### src/rtl/csrs_pkg.sv
// Shared types and constants for the command sender retry session block.
// Holds command codes, session state codes and the channel payload structs.
// No dependencies.
`default_nettype none

package csrs_pkg;

	localparam int MAX_RESULT_BYTES = 64;
	localparam int LEN_W            = 7;
	localparam int SEQ_W            = 16;
	localparam int TIME_W           = 32;
	localparam int TMO_W            = 31;
	localparam int CNT_W            = 8;
	localparam int CODE_W           = 8;
	localparam int STATE_W          = 3;
	localparam int CMD_W            = 4;
	localparam int APB_AW           = 4;
	localparam int APB_DW           = 32;

	localparam logic [CMD_W-1:0] CMD_START      = 4'd0;
	localparam logic [CMD_W-1:0] CMD_TX_ACCEPT  = 4'd1;
	localparam logic [CMD_W-1:0] CMD_TX_DONE    = 4'd2;
	localparam logic [CMD_W-1:0] CMD_TX_ERROR   = 4'd3;
	localparam logic [CMD_W-1:0] CMD_POLL       = 4'd4;
	localparam logic [CMD_W-1:0] CMD_ACK        = 4'd5;
	localparam logic [CMD_W-1:0] CMD_IN_PROG    = 4'd6;
	localparam logic [CMD_W-1:0] CMD_RESULT     = 4'd7;
	localparam logic [CMD_W-1:0] CMD_RELEASE    = 4'd8;
	localparam logic [CMD_W-1:0] CMD_OUT_ORDER  = 4'd9;
	localparam logic [CMD_W-1:0] CMD_RESET      = 4'd10;

	localparam logic [STATE_W-1:0] ST_IDLE    = 3'd0;
	localparam logic [STATE_W-1:0] ST_READY   = 3'd1;
	localparam logic [STATE_W-1:0] ST_SENDING = 3'd2;
	localparam logic [STATE_W-1:0] ST_WAITING = 3'd3;
	localparam logic [STATE_W-1:0] ST_RESULT  = 3'd4;
	localparam logic [STATE_W-1:0] ST_FAILED  = 3'd5;
	localparam logic [STATE_W-1:0] ST_DESYNC  = 3'd6;

	localparam logic [1:0] REG_TIMEOUT   = 2'd0;
	localparam logic [1:0] REG_MAX_ATT   = 2'd1;
	localparam logic [1:0] REG_FIRST_SEQ = 2'd2;

	localparam logic [TMO_W-1:0] TIMEOUT_RESET = 31'd1000;
	localparam logic [CNT_W-1:0] MAX_ATT_RESET = 8'd3;

	typedef struct packed {
		logic [CMD_W-1:0]  command;
		logic [TIME_W-1:0] now_time;
		logic [SEQ_W-1:0]  sequence_req;
		logic [CODE_W-1:0] result_value;
		logic [7:0]        result_length;
		logic [SEQ_W-1:0]  rcv_expected_seq;
	} cmd_t;

	typedef struct packed {
		logic               ok;
		logic [STATE_W-1:0] session_state;
		logic               tx_active;
		logic [SEQ_W-1:0]   pending_seq;
		logic [SEQ_W-1:0]   next_seq;
		logic [CNT_W-1:0]   attempts;
		logic [CODE_W-1:0]  stored_result;
		logic [LEN_W-1:0]   stored_length;
		logic [SEQ_W-1:0]   receiver_expects;
	} rsp_t;

	typedef struct packed {
		logic [TMO_W-1:0] response_timeout;
		logic [CNT_W-1:0] max_attempt_limit;
	} cfg_t;

endpackage

`default_nettype wire

### src/rtl/csrs_if.sv
// Valid/ready channel interfaces for the event input and the status output.
// Depends on csrs_pkg for the payload structs.
`default_nettype none

interface csrs_cmd_if;
	logic              valid;
	logic              ready;
	csrs_pkg::cmd_t    payload;
	modport source (output valid, output payload, input ready);
	modport sink (input valid, input payload, output ready);
endinterface

interface csrs_rsp_if;
	logic              valid;
	logic              ready;
	csrs_pkg::rsp_t    payload;
	modport source (output valid, output payload, input ready);
	modport sink (input valid, input payload, output ready);
endinterface

`default_nettype wire

### src/rtl/csrs_cfg_regs.sv
// APB configuration registers: response timeout, attempt limit, first sequence.
// Depends on csrs_pkg.
`default_nettype none

module csrs_cfg_regs (
	input  wire logic                          clk,
	input  wire logic                          arst_n,
	input  wire logic                          psel,
	input  wire logic                          penable,
	input  wire logic                          pwrite,
	input  wire logic [csrs_pkg::APB_AW-1:0]   paddr,
	input  wire logic [csrs_pkg::APB_DW-1:0]   pwdata,
	output logic      [csrs_pkg::APB_DW-1:0]   prdata,
	output logic                               pready,
	output csrs_pkg::cfg_t                     cfg
);

	logic [csrs_pkg::TMO_W-1:0] timeout_q;
	logic [csrs_pkg::CNT_W-1:0] max_att_q;
	logic [csrs_pkg::SEQ_W-1:0] first_seq_q;
	logic                       wr_en;
	logic [1:0]                 reg_idx;

	assign pready  = 1'b1;
	assign reg_idx = paddr[3:2];
	assign wr_en   = psel & penable & pwrite & pready;

	always_ff @(posedge clk or negedge arst_n) begin
		if (!arst_n) begin
			timeout_q   <= csrs_pkg::TIMEOUT_RESET;
			max_att_q   <= csrs_pkg::MAX_ATT_RESET;
			first_seq_q <= '0;
		end else if (wr_en) begin
			unique case (reg_idx)
				csrs_pkg::REG_TIMEOUT:   timeout_q   <= pwdata[csrs_pkg::TMO_W-1:0];
				csrs_pkg::REG_MAX_ATT:   max_att_q   <= pwdata[csrs_pkg::CNT_W-1:0];
				csrs_pkg::REG_FIRST_SEQ: first_seq_q <= pwdata[csrs_pkg::SEQ_W-1:0];
				default: ;
			endcase
		end
	end

	always_comb begin
		unique case (reg_idx)
			csrs_pkg::REG_TIMEOUT:   prdata = {1'b0, timeout_q};
			csrs_pkg::REG_MAX_ATT:   prdata = {24'd0, max_att_q};
			csrs_pkg::REG_FIRST_SEQ: prdata = {16'd0, first_seq_q};
			default:                 prdata = '0;
		endcase
	end

	assign cfg.response_timeout  = timeout_q;
	assign cfg.max_attempt_limit = max_att_q;

endmodule

`default_nettype wire

### src/rtl/csrs_session.sv
// Session state registers and the next-state logic for one event.
// Produces the acceptance flag and the post-event status snapshot.
// Depends on csrs_pkg.
`default_nettype none

module csrs_session (
	input  wire logic             clk,
	input  wire logic             arst_n,
	input  wire logic             en,
	input  wire csrs_pkg::cfg_t   cfg,
	input  wire csrs_pkg::cmd_t   item,
	output csrs_pkg::rsp_t        rsp
);

	logic [csrs_pkg::STATE_W-1:0] mode_q, mode_d;
	logic                         active_q, active_d;
	logic [csrs_pkg::SEQ_W-1:0]   next_q, next_d;
	logic [csrs_pkg::SEQ_W-1:0]   pend_q, pend_d;
	logic [csrs_pkg::TIME_W-1:0]  last_q, last_d;
	logic [csrs_pkg::CNT_W-1:0]   att_q, att_d;
	logic [csrs_pkg::CODE_W-1:0]  code_q, code_d;
	logic [csrs_pkg::LEN_W-1:0]   len_q, len_d;
	logic [csrs_pkg::SEQ_W-1:0]   recv_q, recv_d;
	logic                         ok;
	logic                         fb_match, fb_state, fb_state_f, eot_ok, timed_out;
	logic [csrs_pkg::STATE_W-1:0] retry_mode;
	logic [csrs_pkg::TIME_W-1:0]  elapsed;

	assign fb_match   = (item.sequence_req == pend_q) && (att_q != '0);
	assign fb_state   = (mode_q == csrs_pkg::ST_WAITING) || (mode_q == csrs_pkg::ST_READY) ||
	                    ((mode_q == csrs_pkg::ST_SENDING) && (att_q > 8'd1));
	assign fb_state_f = fb_state || (mode_q == csrs_pkg::ST_FAILED);
	assign eot_ok     = active_q && ((mode_q == csrs_pkg::ST_SENDING) ||
	                    (mode_q == csrs_pkg::ST_RESULT) || (mode_q == csrs_pkg::ST_DESYNC));
	assign retry_mode = (att_q < cfg.max_attempt_limit) ? csrs_pkg::ST_READY
	                                                   : csrs_pkg::ST_FAILED;
	assign elapsed    = item.now_time - last_q;
	assign timed_out  = elapsed >= {1'b0, cfg.response_timeout};

	always_comb begin
		mode_d   = mode_q;
		active_d = active_q;
		next_d   = next_q;
		pend_d   = pend_q;
		last_d   = last_q;
		att_d    = att_q;
		code_d   = code_q;
		len_d    = len_q;
		recv_d   = recv_q;
		ok       = 1'b0;
		unique case (item.command)
			csrs_pkg::CMD_START: begin
				if (mode_q == csrs_pkg::ST_IDLE) begin
					pend_d = next_q;
					att_d  = '0;
					code_d = '0;
					mode_d = csrs_pkg::ST_READY;
					ok     = 1'b1;
				end
			end
			csrs_pkg::CMD_TX_ACCEPT: begin
				if ((mode_q == csrs_pkg::ST_READY) && (att_q < cfg.max_attempt_limit)) begin
					att_d    = att_q + 8'd1;
					active_d = 1'b1;
					mode_d   = csrs_pkg::ST_SENDING;
					ok       = 1'b1;
				end
			end
			csrs_pkg::CMD_TX_DONE: begin
				if (eot_ok) begin
					active_d = 1'b0;
					if (mode_q == csrs_pkg::ST_SENDING) begin
						last_d = item.now_time;
						mode_d = csrs_pkg::ST_WAITING;
					end
					ok = 1'b1;
				end
			end
			csrs_pkg::CMD_TX_ERROR: begin
				if (eot_ok) begin
					active_d = 1'b0;
					if (mode_q == csrs_pkg::ST_SENDING) begin
						mode_d = retry_mode;
					end
					ok = 1'b1;
				end
			end
			csrs_pkg::CMD_POLL: begin
				if ((mode_q == csrs_pkg::ST_WAITING) && timed_out) begin
					mode_d = retry_mode;
				end
				ok = 1'b1;
			end
			csrs_pkg::CMD_ACK, csrs_pkg::CMD_IN_PROG: begin
				if (fb_match && fb_state) begin
					if (mode_q == csrs_pkg::ST_READY) begin
						last_d = item.now_time;
						mode_d = csrs_pkg::ST_WAITING;
					end else if (mode_q == csrs_pkg::ST_WAITING) begin
						last_d = item.now_time;
					end
					ok = 1'b1;
				end
			end
			csrs_pkg::CMD_RESULT: begin
				if (fb_match && fb_state_f &&
				    (item.result_length <= 8'(csrs_pkg::MAX_RESULT_BYTES))) begin
					len_d  = item.result_length[csrs_pkg::LEN_W-1:0];
					code_d = item.result_value;
					next_d = pend_q + 16'd1;
					mode_d = csrs_pkg::ST_RESULT;
					ok     = 1'b1;
				end
			end
			csrs_pkg::CMD_RELEASE: begin
				if ((mode_q == csrs_pkg::ST_RESULT) && !active_q) begin
					mode_d   = csrs_pkg::ST_IDLE;
					active_d = 1'b0;
					pend_d   = '0;
					last_d   = '0;
					att_d    = '0;
					code_d   = '0;
					len_d    = '0;
					recv_d   = '0;
					ok       = 1'b1;
				end
			end
			csrs_pkg::CMD_OUT_ORDER: begin
				if (fb_match && fb_state_f) begin
					recv_d = item.rcv_expected_seq;
					mode_d = csrs_pkg::ST_DESYNC;
					ok     = 1'b1;
				end
			end
			csrs_pkg::CMD_RESET: begin
				if (!active_q) begin
					mode_d   = csrs_pkg::ST_IDLE;
					active_d = 1'b0;
					next_d   = item.sequence_req;
					pend_d   = '0;
					last_d   = '0;
					att_d    = '0;
					code_d   = '0;
					len_d    = '0;
					recv_d   = '0;
					ok       = 1'b1;
				end
			end
			default: ;
		endcase
	end

	always_ff @(posedge clk or negedge arst_n) begin
		if (!arst_n) begin
			mode_q   <= csrs_pkg::ST_IDLE;
			active_q <= 1'b0;
			next_q   <= '0;
			pend_q   <= '0;
			last_q   <= '0;
			att_q    <= '0;
			code_q   <= '0;
			len_q    <= '0;
			recv_q   <= '0;
		end else if (en) begin
			mode_q   <= mode_d;
			active_q <= active_d;
			next_q   <= next_d;
			pend_q   <= pend_d;
			last_q   <= last_d;
			att_q    <= att_d;
			code_q   <= code_d;
			len_q    <= len_d;
			recv_q   <= recv_d;
		end
	end

	assign rsp.ok               = ok;
	assign rsp.session_state    = mode_d;
	assign rsp.tx_active        = active_d;
	assign rsp.pending_seq      = pend_d;
	assign rsp.next_seq         = next_d;
	assign rsp.attempts         = att_d;
	assign rsp.stored_result    = code_d;
	assign rsp.stored_length    = len_d;
	assign rsp.receiver_expects = recv_d;

	// A transmission is always in flight while the session is sending.
	a_sending_active: assert property (@(posedge clk) disable iff (!arst_n)
		(mode_q == csrs_pkg::ST_SENDING) |-> active_q)
		else $error("sending state without an active transmission");

	// An idle session has nothing outstanding.
	a_idle_clear: assert property (@(posedge clk) disable iff (!arst_n)
		(mode_q == csrs_pkg::ST_IDLE) |-> (!active_q && att_q == '0 && pend_q == '0))
		else $error("idle session holds stale state");

	// Session registers move only when an event is applied.
	a_hold: assert property (@(posedge clk) disable iff (!arst_n)
		!$past(en) |-> ($stable(mode_q) && $stable(att_q) && $stable(next_q)))
		else $error("session state changed without an event");

endmodule

`default_nettype wire

### src/rtl/command_sender_retry_session_unit.sv
// Sender side of a stop-and-wait command session: one event in, one status
// transaction out. Takes one event per clock cycle with no gaps while the output
// is not stalled; each accepted event waits in the input register while the
// session update, the only loop in the design, works out its status, and the
// status is then written to the output register. The input register and the
// output register keep the two channels apart, so a stalled output does not
// block acceptance until both registers are full. Configuration registers sit on
// an APB port with pready tied high. Depends on csrs_pkg, the channel interfaces,
// csrs_cfg_regs and csrs_session.
`default_nettype none

module command_sender_retry_session_unit (
	input  wire logic                        clk,
	input  wire logic                        arst_n,
	input  wire logic                        psel,
	input  wire logic                        penable,
	input  wire logic                        pwrite,
	input  wire logic [csrs_pkg::APB_AW-1:0] paddr,
	input  wire logic [csrs_pkg::APB_DW-1:0] pwdata,
	output logic      [csrs_pkg::APB_DW-1:0] prdata,
	output logic                             pready,
	csrs_cmd_if.sink                         cmd_ch,
	csrs_rsp_if.source                       rsp_ch
);

	csrs_pkg::cfg_t cfg;
	csrs_pkg::cmd_t item_s1;
	csrs_pkg::rsp_t rsp_d;
	csrs_pkg::rsp_t rsp_s2;
	logic           valid_s1;
	logic           valid_s2;
	logic           advance;
	logic           take;

	csrs_cfg_regs u_cfg (
		.clk     (clk),
		.arst_n  (arst_n),
		.psel    (psel),
		.penable (penable),
		.pwrite  (pwrite),
		.paddr   (paddr),
		.pwdata  (pwdata),
		.prdata  (prdata),
		.pready  (pready),
		.cfg     (cfg)
	);

	csrs_session u_session (
		.clk    (clk),
		.arst_n (arst_n),
		.en     (advance),
		.cfg    (cfg),
		.item   (item_s1),
		.rsp    (rsp_d)
	);

	assign advance      = valid_s1 && (!valid_s2 || rsp_ch.ready);
	assign cmd_ch.ready = !valid_s1 || advance;
	assign take         = cmd_ch.valid && cmd_ch.ready;

	always_ff @(posedge clk or negedge arst_n) begin
		if (!arst_n) begin
			valid_s1 <= 1'b0;
			valid_s2 <= 1'b0;
		end else begin
			if (take) begin
				valid_s1 <= 1'b1;
			end else if (advance) begin
				valid_s1 <= 1'b0;
			end
			if (advance) begin
				valid_s2 <= 1'b1;
			end else if (rsp_ch.ready) begin
				valid_s2 <= 1'b0;
			end
		end
	end

	always_ff @(posedge clk) begin
		if (take) begin
			item_s1 <= cmd_ch.payload;
		end
		if (advance) begin
			rsp_s2 <= rsp_d;
		end
	end

	assign rsp_ch.valid   = valid_s2;
	assign rsp_ch.payload = rsp_s2;

	// An empty input register always accepts.
	a_empty_ready: assert property (@(posedge clk) disable iff (!arst_n)
		!valid_s1 |-> cmd_ch.ready)
		else $error("input register empty but not ready");

	// An applied event always lands in the output register.
	a_advance_out: assert property (@(posedge clk) disable iff (!arst_n)
		advance |=> valid_s2)
		else $error("event applied but no status transaction presented");

	// A full output register that is not taken holds off the session update.
	a_stall: assert property (@(posedge clk) disable iff (!arst_n)
		(valid_s2 && !rsp_ch.ready) |-> !advance)
		else $error("session advanced over a stalled status transaction");

endmodule

`default_nettype wire

### src/flat_wrapper.sv
// flat-port wrapper written by rule: the top's interface ports become plain ports
module command_sender_retry_session_unit_flat 
  (clk, arst_n, psel, penable, pwrite, paddr, pwdata, prdata, pready, cmd_ch_valid, cmd_ch_payload, cmd_ch_ready, rsp_ch_valid, rsp_ch_payload, rsp_ch_ready);
  csrs_cmd_if cmd_ch_i ();
  csrs_rsp_if rsp_ch_i ();
  input  wire logic clk;
  input  wire logic arst_n;
  input  wire logic psel;
  input  wire logic penable;
  input  wire logic pwrite;
  input  wire logic [csrs_pkg::APB_AW-1:0] paddr;
  input  wire logic [csrs_pkg::APB_DW-1:0] pwdata;
  output logic      [csrs_pkg::APB_DW-1:0] prdata;
  output logic pready;
  input wire logic [$bits(cmd_ch_i.valid)-1:0] cmd_ch_valid;
  input wire logic [$bits(cmd_ch_i.payload)-1:0] cmd_ch_payload;
  output wire logic [$bits(cmd_ch_i.ready)-1:0] cmd_ch_ready;
  output wire logic [$bits(rsp_ch_i.valid)-1:0] rsp_ch_valid;
  output wire logic [$bits(rsp_ch_i.payload)-1:0] rsp_ch_payload;
  input wire logic [$bits(rsp_ch_i.ready)-1:0] rsp_ch_ready;
  assign cmd_ch_i.valid = cmd_ch_valid;
  assign cmd_ch_i.payload = cmd_ch_payload;
  assign cmd_ch_ready = cmd_ch_i.ready;
  assign rsp_ch_valid = rsp_ch_i.valid;
  assign rsp_ch_payload = rsp_ch_i.payload;
  assign rsp_ch_i.ready = rsp_ch_ready;
  command_sender_retry_session_unit u_core (.clk(clk), .arst_n(arst_n), .psel(psel), .penable(penable), .pwrite(pwrite), .paddr(paddr), .pwdata(pwdata), .prdata(prdata), .pready(pready), .cmd_ch(cmd_ch_i), .rsp_ch(rsp_ch_i));
endmodule
### config.mk
export PLATFORM = sky130hd
export DESIGN_NAME = command_sender_retry_session_unit_flat
export DESIGN_NICKNAME = d
export VERILOG_FILES = /design/src/rtl/csrs_pkg.sv /design/src/rtl/csrs_if.sv /design/src/rtl/csrs_cfg_regs.sv /design/src/rtl/csrs_session.sv /design/src/rtl/command_sender_retry_session_unit.sv /design/src/flat_wrapper.sv
export SDC_FILE = /design/constraint.sdc
export NUM_CORES = 1
export LEC_CHECK = 0
export BUFFER_PORTS_ARGS = -buffer_cell sky130_fd_sc_hd__buf_2
export CAP_MARGIN = 25
export CORE_ASPECT_RATIO = 1.75
export CORE_MARGIN = 2
export CORE_UTILIZATION = 51
export DETAILED_ROUTE_END_ITERATION = 8
export PLACE_DENSITY = 0.79
export SLEW_MARGIN = 20
export SYNTH_ARGS = -nofsm -noshare
export SYNTH_HDL_FRONTEND = slang
export SYNTH_SLANG_ARGS = --single-unit
### constraint.sdc
create_clock -name clk -period 4.73 [get_ports clk]
set_input_delay 0.2365 -clock clk [delete_from_list [all_inputs] [get_ports clk]]
set_output_delay 0.2365 -clock clk [all_outputs]
set_load 0.005 [all_outputs]
==> impl_metrics.csv <==
group,metric,value,unit
run_status,status,"complete, no violations",
finish,n_antenna_cell,0,
finish,nets,2005,
route,dr.pass1.iters,7,
cts,cts.htree.levels,1,
die,core,30740,um^2
cts,cts_buffer_depth,3,
finish,final_cell_mix,"buf_2 (231), nand2_1 (220), edfxtp_1 (160), dfrtp_1 (156), o21ai_0 (141)",
route,ant_nets,0,
sta,grt_setup_unrepaired,"yes",
sta,drv_slew,0,
logic_synthesis,synth_area_leader_cell,"edfxtp_1",
global_routing,grt_start_max_net_pins,76,
logic_synthesis,synth_area_leaders,"edfxtp_1 (30%), dfrtp_1 (25%), ha_1 (5.8%)",
route,wl,42720,um
finish,fillers,2302,
logic_synthesis,yosysWarnings,0,
cts,cts_made_buffers,30,
logic_synthesis,synth_edf_count,160,
critical_path,cp.arrival,4.82,ns
critical_path,cp.required,5.04,ns
global_routing,antenna_found_initial,0,
die,die-height,237.2,um
finish,layout-drive-gt1-share,21.18,%
cts,clkSlewWorstSetupHoldPaths,0.07,ns
sta,worst_pin_slew,1.034,ns
die,rows,85,
power_and_ir_drop,p_per_area,450.5,nW/um^2
finish,stdcell_count,2218,
sta,layout_setup_ws,0.2200,ns
sta,hold_viol,0,
sta,slew_headroom,30.67,%
cts,cts_tree,"done",
hold_path,min_path_type,"input pin to asynchronous set/reset pin",
logic_synthesis,synth_cells,1469,
finish,area_growth,24.76,%
sta,setup_viol,0,
logic_synthesis,synthArstFlopShare,50.62,%
die,die-area,32550,um^2
sta,fmax,221.7,MHz
cts,clk_latency,0.57,ns
die,io_pins,238,
logic_synthesis,yosysTopAreaCellShare,30.32,%
route,vias,12620,
cts,cts_root_buffer,"clkbuf_16",
logic_synthesis,synth_ff_type,"edfxtp_1",
route,drc,0,
logic_synthesis,synth_area,15850,um^2
flow_run,max_cap_violations,0,
die,initial_core_util,51.55,%
global_routing,grt_overflow_total,0,
route,wl_per_cell,19.26,um
critical_path,critical_path_class,"flop to flop",
logic_synthesis,syn_nets,1670,
finish,final_common_cell,"buf_2",
critical_path,cp-start-kind,"flop",
global_routing,grt_pass1_wl,66280,um
placed_design,dp_cells,2043,
power_and_ir_drop,ir_drop,0.4314,mV
placed_design,gp_congestion,0.8944,
global_routing,grtUsageTotal,26.06,%
logic_synthesis,synth_seq_cells,324,
critical_path,path_max_fanout,3,
power_and_ir_drop,p_leak,8.760,nW
die,die_x,137.2,um
sta,fin_crit,4.510,ns
route,drt-initial-drc-count,809,
sta,post-route-period-util,95.35,%
placed_design,place_hpwl,28550,um
critical_path,r2r_setup_slack,0.22,ns
cts,clkSinkCount,324,
placed_design,dp_slack,-0.05796,ns
sta,skew,0.02078,ns
logic_synthesis,postSynthAreaPerCell,10.79,um^2
route,viasPerCell,5.691,
critical_path,endpoint_kind,"flop",
logic_synthesis,yosysSeqAreaShare,56.29,%
logic_synthesis,yosys.cell_types.count,72,
placed_design,portBuffers,232,
global_routing,grt_pass1_vias,12980,
worst max-delay path: stages (launching register included):
cell	delay (ns)
edfxtp_1	0.39
inv_1	0.07
ha_1	0.15
inv_1	0.06
fa_2	0.34
a21o_1	0.23
a221oi_4	0.42
a21oi_2	0.12
a31o_2	0.26
nor2_2	0.12
o21ai_2	0.09
a21oi_1	0.15
o21bai_1	0.08
xor2_1	0.15
ha_1	0.29
nand4_1	0.11
nor2_2	0.14
o221ai_1	0.11
nor2_1	0.13
a2111oi_2	0.08
or3_1	0.36
o211ai_1	0.16
nand2b_4	0.19
o21ai_0	0.07
cell type report:
type | instances | area, um^2 | share of cell area [%]
timing repair buffer | 372 | 2516 | 12.73
clock buffer | 45 | 910.9 | 4.608
multi-input combinational | 973 | 6406 | 32.40
inverter | 103 | 389.1 | 1.968
sequential | 324 | 8919 | 45.11
clock inverter | 10 | 138.9 | 0.7025
tap | 391 | 489.2 | 2.475
report_power, final:
part / switching, W / internal [W] / total, W / leakage [nW]
Clock: 0.00106 / 0.00150 / 0.00256 / 0.514
Sequential: 0.000213 / 0.00338 / 0.00360 / 3.66
Combinational: 0.00156 / 0.00119 / 0.00275 / 4.58
final timing paths:
check / startpoint / end / depth (start not counted)
worst min-delay path: arst_n / u_core.u_cfg.first_seq_q[1] / 2
worst max-delay path: u_core.item_s1[48] / u_core.rsp_ch.payload[73] / 23
worst max register to register: u_core.item_s1[48] / u_core.rsp_ch.payload[73] / 23
worst min register to register: u_core.u_session.recv_q[5] / u_core.u_session.recv_q[5] / 2
min in group clk: penable / u_core.u_cfg.max_att_q[1] / 6
max in group asynchronous: arst_n / u_core.u_session.pend_q[4] / 3
cell families (layout without fill, tap and decap cells):
logic type,after synthesis,in the layout,share of synthesized area [%]
fa+ha+maj,74,74,5.891
simple gates,453,453,13.14
compound gates,329,329,13.28
flops,324,324,56.29
buf+inv,172,530,4.264
other cells,2,2,0.04740
xor+xnor,59,59,3.261
mux,56,56,3.830
per-stage QoR:
| step | util (%) | instance area (um^2) | hold slack, ns | total power, W | setup TNS (ns) |
|---|---|---|---|---|---|
| detailed placement | 56.60 | 17400 | 0.3181 | 0.006124 | -0.05796 |
| CTS | 63.94 | 19650 | 0.3016 | 0.008782 | 0 |
| global placement | 56.60 | 17400 | 0.3118 | 0.006031 | 0 |
| global route | 64.32 | 19770 | 0.3413 | 0.009429 | -0.1556 |
| floorplan | - | 15850 | -0.05909 | 0.005355 | 0 |
| finish | 64.32 | 19770 | 0.2795 | 0.008905 | 0 |
sequential cells by signal (all words and copies together) (netlist names):
name                       count
u_core.u_cfg.first_seq_q      16
u_core.u_session.att_q         8
u_core.u_session.mode_q        3
u_core.rsp_ch.payload         76
u_core.u_session.active_q      1
u_core.u_session.next_q       16
u_core.u_session.len_q         7
u_core.u_cfg.timeout_q        31
u_core.u_session.recv_q       16
u_core.item_s1                84
u_core.u_session.code_q        8
u_core.u_session.pend_q       16
u_core.u_cfg.max_att_q         8
u_core.valid_s1                1
u_core.rsp_ch.valid            1
u_core.u_session.last_q       32
synthesized netlist by cell type, types with 3 or more instances:
library cell  count
a2111oi_0         5
a211oi_1          4
a21o_1           15
a21oi_1          44
a222oi_1         12
a22o_1           32
a31oi_1          13
and2_1            8
and3_1           13
and4_1            3
buf_1             6
buf_2            11
buf_4             4
clkbuf_1         47
dfrtp_1         156
dfstp_2           8
edfxtp_1        160
ha_1             73
inv_1           103
mux2_2           37
mux2i_1          19
nand2_1         221
nand2b_1         13
nand3_1          63
nand3b_1          3
nand4_1          12
nor2_1           57
nor2b_1           7
nor3_1           34
nor4_1            6
o211ai_1          7
o21a_1            7
o21ai_0         145
o21ai_1           9
o21bai_1          3
o31ai_1           6
xnor2_1          43
xor2_1           16
routing by layer:
| layer | share of wire [%] | track usage [%] | up-vias |
|---|---|---|---|
| met5 | 0 | 0 | - |
| met4 | 4.5 | 12.31 | 0 |
| met3 | 4.9 | 3.370 | 116 |
| met2 | 55 | 49.21 | 477 |
| met1 | 35 | 27.98 | 6124 |
| li1 | - | - | 5906 |
timing repair:
item | CTS | global route
endpoints found under the hold margin | 206 | 0
pin swaps | 0 | 15
resized for setup | 3 | 27
endpoints found under the setup margin | 2 | 4
hold buffers | 119 | 0
buffers inserted | 0 | 2
No activity file was read; power rests on OpenSTA's default activity.
